<file path="src/design/drpu_pkg.sv">
// Shared types and constants for the dead-reckoning position update core.
package drpu_pkg;

  localparam int DistW  = 24;
  localparam int PosW   = 32;
  localparam int HeadW  = 15;
  localparam int XyW    = 33;
  localparam int ZW     = 32;
  localparam int TrigW  = 32;
  localparam int ProdW  = DistW + TrigW;
  localparam int CfgIdxW = 2;
  localparam int AtanEntries = 24;

  // Configuration register indexes.
  localparam logic [CfgIdxW-1:0] CfgStartX = 2'd0;
  localparam logic [CfgIdxW-1:0] CfgStartY = 2'd1;

  // Quadrant codes of the heading.
  localparam logic [1:0] Quad0 = 2'd0;
  localparam logic [1:0] Quad1 = 2'd1;
  localparam logic [1:0] Quad2 = 2'd2;
  localparam logic [1:0] Quad3 = 2'd3;

  // Heading units are 1/64 degree.
  localparam logic [HeadW-1:0] FullTurn     = 15'd23040;
  localparam logic [HeadW-1:0] QuarterTurn  = 15'd5760;
  localparam logic [HeadW-1:0] HalfTurn     = 15'd11520;
  localparam logic [HeadW-1:0] ThreeQuarter = 15'd17280;

  // Binary angle of a remainder r is floor((r * 2^23 + 22) / 45). Since
  // 2^23 = 45 * 186413 + 23 this equals r * 186413 + floor((23 r + 22) / 45),
  // and the small quotient is a reciprocal multiply by ceil(2^24 / 45).
  localparam logic [30:0] AngleMulHi = 31'd186413;
  localparam logic [17:0] AngleMulLo = 18'd23;
  localparam logic [17:0] AngleBias  = 18'd22;
  localparam logic [36:0] RecipQ24   = 37'd372828;

  localparam logic signed [XyW-1:0] GainQ30 = 33'sd652032874;
  localparam logic signed [XyW-1:0] OneQ30  = 33'sd1073741824;
  localparam logic signed [ProdW:0] HalfQ30 = 57'sd536870912;

  localparam logic [31:0] AtanTab [AtanEntries] = '{
    32'h20000000, 32'h12E4051E, 32'h09FB385B, 32'h051111D4,
    32'h028B0D43, 32'h0145D7E1, 32'h00A2F61E, 32'h00517C55,
    32'h0028BE53, 32'h00145F2F, 32'h000A2F98, 32'h000517CC,
    32'h00028BE6, 32'h000145F3, 32'h0000A2FA, 32'h0000517D,
    32'h000028BE, 32'h0000145F, 32'h00000A30, 32'h00000518,
    32'h0000028C, 32'h00000146, 32'h000000A3, 32'h00000051
  };

  typedef struct packed {
    logic        [HeadW-1:0] heading;
    logic signed [DistW-1:0] distance;
  } in_item_t;

  typedef struct packed {
    logic signed [PosW-1:0] pos_x;
    logic signed [PosW-1:0] pos_y;
  } out_item_t;

  typedef struct packed {
    logic signed [XyW-1:0] x;
    logic signed [XyW-1:0] y;
    logic signed [ZW-1:0]  z;
  } cordic_t;

endpackage

</file>
<file path="src/design/drpu_cordic_cell.sv">
// One CORDIC rotation cell with a fixed shift and arctangent, registered at its output.
module drpu_cordic_cell #(
  parameter int Step = 0
) (
  input  logic              clk_i,
  input  logic              rst_ni,
  input  logic              valid_i,
  input  drpu_pkg::cordic_t data_i,
  output logic              valid_o,
  output drpu_pkg::cordic_t data_o
);
  import drpu_pkg::*;

  localparam logic signed [ZW-1:0] StepAtan = signed'(AtanTab[Step]);

  logic signed [XyW-1:0] dx, dy;
  cordic_t               data_d, data_q;
  logic                  vld_q;

  always_comb begin
    dx = data_i.y >>> Step;
    dy = data_i.x >>> Step;
    // A non-negative residual angle rotates counterclockwise.
    if (!data_i.z[ZW-1]) begin
      data_d.x = data_i.x - dx;
      data_d.y = data_i.y + dy;
      data_d.z = data_i.z - StepAtan;
    end else begin
      data_d.x = data_i.x + dx;
      data_d.y = data_i.y - dy;
      data_d.z = data_i.z + StepAtan;
    end
  end

  always_ff @(posedge clk_i or negedge rst_ni) begin
    if (!rst_ni) begin
      vld_q <= 1'b0;
    end else begin
      vld_q <= valid_i;
    end
  end

  always_ff @(posedge clk_i) begin
    if (valid_i) begin
      data_q <= data_d;
    end
  end

  assign valid_o = vld_q;
  assign data_o  = data_q;

endmodule

</file>
<file path="config.mk">
export PLATFORM = sky130hd
export DESIGN_NAME = drpu_cordic_cell
export DESIGN_NICKNAME = d
export VERILOG_FILES = /design/src/design/drpu_pkg.sv /design/src/design/drpu_cordic_cell.sv
export SDC_FILE = /design/constraint.sdc
export NUM_CORES = 1
export LEC_CHECK = 0
export ABC_AREA = 0
export BUFFER_PORTS_ARGS = -buffer_cell sky130_fd_sc_hd__buf_2
export CAP_MARGIN = 20
export CORE_ASPECT_RATIO = 1.2
export CORE_UTILIZATION = 50
export CTS_CLUSTER_DIAMETER = 200
export CTS_CLUSTER_SIZE = 10
export DETAILED_ROUTE_END_ITERATION = 10
export GPL_ROUTABILITY_DRIVEN = 0
export PLACE_DENSITY = 0.81
export SLEW_MARGIN = 25
export SYNTH_ARGS = -nofsm -noshare
export SYNTH_HDL_FRONTEND = slang
export SYNTH_SLANG_ARGS = --single-unit
</file>
<file path="constraint.sdc">
create_clock -name clk_i -period 0.9 [get_ports clk_i]
set_clock_uncertainty 0.2 [all_clocks]
set_input_delay 0.045 -clock clk_i [delete_from_list [all_inputs] [get_ports clk_i]]
set_output_delay 0.045 -clock clk_i [all_outputs]
set_load 0.005 [all_outputs]
</file>
==> summary.txt, run 1 <==
Status
  – Status: stopped before the end
  – Last stage: 5_1_grt
  – Stop err: [ERROR GRT-0232] Routing congestion too high. Check the congestion heatmap in the GUI.

Yosys
  – Synthesized Nets: roughly 1,200
  – Most frequent cell after synthesis: a21oi_1
  – Synth Area in Adders: 14.97%
  – Simple-gate share of the synthesized area: 13.23%
  – #FFs+latches synth: a little under 100
  – Post-Syn Area: 8561 um2
  – Synth Area in Compound Gates: 22.70%
  – Sequential fraction of the synthesis area: 34.32%
  – Post-synth top area cell: edfxtp_1
  – Share of the synthesized area in the top cell type: roughly a third
  – Syn Inst Count: 959
  – Largest cells by area after synthesis: edfxtp_1 (34%), ha_1 (14%), a21oi_1 (7.1%)
  – Most used flip-flop cell after synthesis: edfxtp_1
  – Yosys synthesis warning count: 0
  – Async S/R FF share, synth: 1.020%
  – Post-synth EDFFs: 97
  – Post-Synth XOR/XNOR Area: 6.445%
  – Post-synthesis mux area share: 1.403%
  – Post-synth cell types: 74
  – Mean Syn Cell Area: 8.927 um2
  – Largest family of logic cells by synthesized area: compound AO/OA/AOI/OAI gates
  – Most frequent cells after synthesis: a21oi_1 (122), inv_1 (102), edfxtp_1 (97)

Placement
  – Port bufs: 199
  – Placed cell area: 12,480 um2
  – DP HPWL: between 20,000 and 25,000 um

Clock tree
  – Clk sinks: between 90 and 100
  – Inserted Clock Buffers: 9
  – Clock Path Buffers: 2
  – CTS H-tree depth: 3
  – Root Buffer: clkbuf_16

Floorplan
  – Die Wd: approximately 120 um
  – Die Height: 145.3 um
  – Initial Util: between 50 and 60%
  – I/O pin cnt: 200
  – Rows: 52

GRT
  – Grt total ovfl: 92
  – Total GRT Usage: 68.64%
  – Pin count of the biggest net entering global routing: 38

STA
  – Post-GRT worst EP: data_o[91]$_DFFE_PP_/D
  – WEP type: register data pin
-- metrics by stage --
| step | setup TNS [ns] | instances | setup WS [ns] | util [%] | hold WS [ns] |
|---|---|---|---|---|---|
| floorplan | -75.10 | 959 | -1.740 | - | -0.4506 |
| global placement | -102.91 | 1637 | -2.012 | 74.32 | -0.3800 |
| detailed placement | -106.10 | 1637 | -2.077 | 74.32 | -0.3750 |
| CTS | -94.85 | 1736 | -1.635 | 85.49 | -0.1642 |
-- repair_timing --
| item | CTS |
|---|---|
| buffers inserted | 61 |
| endpoints found under the hold margin | 63 |
| gates cloned | 1 |
| endpoints found under the setup margin | 165 |
| resized for setup | 199 |
| pin swaps | 109 |
| hold buffers | 32 |
-- per-layer routing --
metal / track usage (%) / overflow
met1: 68.59 / 0
met4: 70.80 / 38
met2: 89.38 / 53
met5: 10.23 / 0
met3: 46.79 / 1
-- cell families after synthesis --
group / after synthesis
AO/OA/AOI/OAI: 299
flip-flops: 98
AND/OR/NAND/NOR: 238
XOR/XNOR: 63
multiplexers: 12
buffers and inverters: 149
adder cells (fa/ha/maj): 100
==> run 2: changes to the inputs <==
- CORE_ASPECT_RATIO: 1.2 -> default
- CORE_UTILIZATION: 50 -> 35
- CTS_CLUSTER_DIAMETER: 200 -> default
- CTS_CLUSTER_SIZE: 10 -> default
- PLACE_DENSITY: 0.81 -> default
- PLACE_DENSITY_LB_ADDON: default -> 0.15
==> run 2 against run 1 <==
Compared with the run above:
- synthesized area is the same
- the flow now finishes, with violations (negative hold slack, negative setup slack)
- synthesized cell count stayed put
==> summary.txt, run 2 <==
Drt
  – Vias: 9,386
  – Drt via density: around 5.0
  – DRC: 0
  – DRT Pass-1 Iters: 7
  – Final wirelength: 31,360 um
  – Post-route ant nets: 0
  – DRT iter0 DRCs: 598
  – Routed len/inst: ~17 um

Setup path
  – CP Max Fanout: 7
  – CP arrival: 2.56 ns
  – CP Capture Type: flop
  – WP data required: 0.80 ns
  – Setup CP Type: input port to flop
  – Crit start category: input port

STA
  – Max-Slew Margin vs Limit: a little over half
  – Final Hold Vio Count: 23
  – FMAX: 376.3 MHz
  – Post-route minimum period: 2.657 ns
  – Hold WS: -0.1177 ns
  – Setup violators final: between 150 and 200
  – Final period util: 295.3%
  – Slew Viols, Final: 0
  – Setup WS post-layout: -1.757 ns
  – Slew @ Worst Pin: between 0.7 and 0.8 ns
  – RSZ-0062 raised after global routing: true

Yosys
  – Synth Area in Compound Gates: 22.70% (unchanged)
  – Post-synth cell types: 74 (unchanged)
  – Most frequent cell after synthesis: a21oi_1 (unchanged)
  – Mean Syn Cell Area: 8.927 um2 (unchanged)
  – Syn Inst Count: 959 (unchanged)
  – Async S/R FF share, synth: 1.020% (unchanged)
  – Synthesized Nets: 1,160 (unchanged)
  – Largest cells by area after synthesis: edfxtp_1 (34%), ha_1 (14%), a21oi_1 (7.1%) (unchanged)
  – Post-synthesis mux area share: 1.403% (unchanged)
  – Sequential fraction of the synthesis area: 34.32% (unchanged)
  – Most used flip-flop cell after synthesis: edfxtp_1 (unchanged)
  – Largest family of logic cells by synthesized area: compound AO/OA/AOI/OAI gates (unchanged)
  – Share of the synthesized area in the top cell type: 34.03% (unchanged)
  – Post-synth EDFFs: 97 (unchanged)
  – Post-Syn Area: 8561 um2 (unchanged)
  – Post-synth top area cell: edfxtp_1 (unchanged)
  – #FFs+latches synth: 98 (unchanged)
  – Yosys synthesis warning count: 0 (unchanged)
  – Synth Area in Adders: 14.97% (unchanged)
  – Simple-gate share of the synthesized area: 13.23% (unchanged)
  – Most frequent cells after synthesis: a21oi_1 (122), inv_1 (102), edfxtp_1 (97) (unchanged)
  – Post-Synth XOR/XNOR Area: 6.445% (unchanged)

Final layout
  – Share of layout cells above drive strength 1: 54.12%
  – Most common cell after layout, fill and taps aside: buf_4
  – Ant. Diodes: 0
  – Most frequent cells in the layout: buf_4 (332), buf_2 (177), edfxtp_1 (97), inv_1 (82), nor2_1 (79)
  – Flip-flop count of the largest register after layout: 97
  – Final nets: around 1,700
  – Fin cells: 1,871
  – Layout area overhead: 79.61%

Clock tree
  – Clock Path Buffers: 2 (unchanged)
  – TritonCTS clock tree: done
  – Clock-pin transition on the worst setup and hold timing paths: 0.08 ns
  – Root Buffer: clkbuf_16 (unchanged)
  – CTS H-tree depth: 3 (unchanged)
  – Inserted Clock Buffers: 9 (unchanged)
  – Clk sinks: 98 (unchanged)

Run
  – Max_cap viols: 0

GRT
  – Grt total ovfl: 0
  – Initial antenna violation count: 0
  – Global-route wire length before repair: around 46,000 um
  – Vias in the first global route: 9,064
  – Pin count of the biggest net entering global routing: 46
  – Total GRT Usage: 23.62%

Floorplan
  – Core area: 23,750 um2
  – Die Height: 158.4 um (was 145.3 um)
  – Rows: 56 (was 52)
  – Die Wd: 158.4 um (was 121.5 um)
  – Die Area: 25,090 um2
  – Initial Util: 36.04% (was 51.00%)
  – I/O pin cnt: 200 (unchanged)

Placement
  – Placement Setup Slack: -2.198 ns (was -2.077 ns)
  – Port bufs: 199 (unchanged)
  – DP HPWL: 23,130 um (was 22,820 um)
  – Placed cell count: 1,746 (was 1,637)

Status
  – Status: finished with violations (was stopped before the end)
  – Failing checks: negative hold slack, negative setup slack

Power and ir drop
  – Worst VDD drop: 0.9312 mV
  – Pwr/cell area: between 1000 and 1500 nW/um2
  – Leak: 6.932 nW

Worst hold path
  – Hold Path Class: input port to flop
run 2: cell counts after synthesis:
Identical to the previous run, type by type.
run 2: cell families (layout without fill, tap and decap cells):
family / Yosys count / in the layout
buffers and inverters: 149 / 742
multiplexers: 12 / 12
flip-flops: 98 / 98
XOR/XNOR: 63 / 63
AND/OR/NAND/NOR: 238 / 238
AO/OA/AOI/OAI: 299 / 299
adder cells (fa/ha/maj): 100 / 100
run 2: layer usage:
metal | track usage (%) | part of all wire, %
met4 | 8.379 | 3.0
met3 | 2.559 | 4.6
met2 | 42.38 | 50
met5 | 0 | 0
met1 | 29.08 | 42
run 2: path summary, 6_finish.rpt:
check	startpoint	endpoint	slack, ns	depth (start not counted)
min in group asynchronous	rst_ni	valid_o$_DFF_PN0_	0.30	3
max in group asynchronous	rst_ni	valid_o$_DFF_PN0_	0.10	3
worst max-delay path	data_i[76]	data_o[64]$_DFFE_PP_	-1.76	10
worst min-delay path	data_i[30]	data_o[30]$_DFFE_PP_	-0.12	2
run 2: layout make-up:
type                            count  area (um2)
Clock buffer                        9       225.2
Clock inverter                      7       96.34
Fill cell                        1912        8377
Inverter                          104       479.2
Multi-Input combinational cell    712        6489
Sequential cell                    98        2938
Tap cell                          319       399.1
Timing Repair Buffer              622        4750
run 2: repair_timing:
action                                 in CTS  in global routing
resized for setup                         190                142
endpoints found under the hold margin      56                 23
buffers inserted                           44                 53
setup endpoints to repair                 164                165
hold buffers                               32                  1
pin swaps                                  93                123
run 2: worst max-delay path: stages:
cell	delay [ns]
buf_6	0.10
ha_4	0.25
buf_4	0.18
o31ai_2	0.57
o31ai_4	0.13
o31ai_4	0.33
a21oi_4	0.11
or4_4	0.44
o311ai_4	0.30
xnor2_1	0.10
run 2: stage by stage:
| stage | util, % | cell area [um2] | power [W] | hold slack [ns] | setup TNS (ns) |
|---|---|---|---|---|---|
| 6_report | 64.73 | 15380 | 0.01964 | -0.1177 | -99.87 |
| 5_1_grt | 64.73 | 15380 | 0.02060 | -0.1102 | -107.07 |
| 4_1_cts | 60.80 | 14440 | 0.01877 | -0.1177 | -98.92 |
| 3_5_place_dp | 53.26 | 12650 | 0.01337 | -0.3778 | -111.78 |
| 3_3_place_gp | 53.26 | 12650 | 0.01332 | -0.3807 | -110.63 |
| 2_1_floorplan | - | 9136 | 0.009805 | -0.4506 | -75.10 |
run 2: report_power, final:
part	total, W	leakage, nW	internal, W	switching, W
Clock	0.00426	0.154	0.00225	0.00201
Sequential	0.00603	0.961	0.00586	0.000164
Combinational	0.00936	5.82	0.00478	0.00457
Total	0.0196	6.93	0.0129	0.00675
Note: power is estimated with default switching activity, not from simulation.
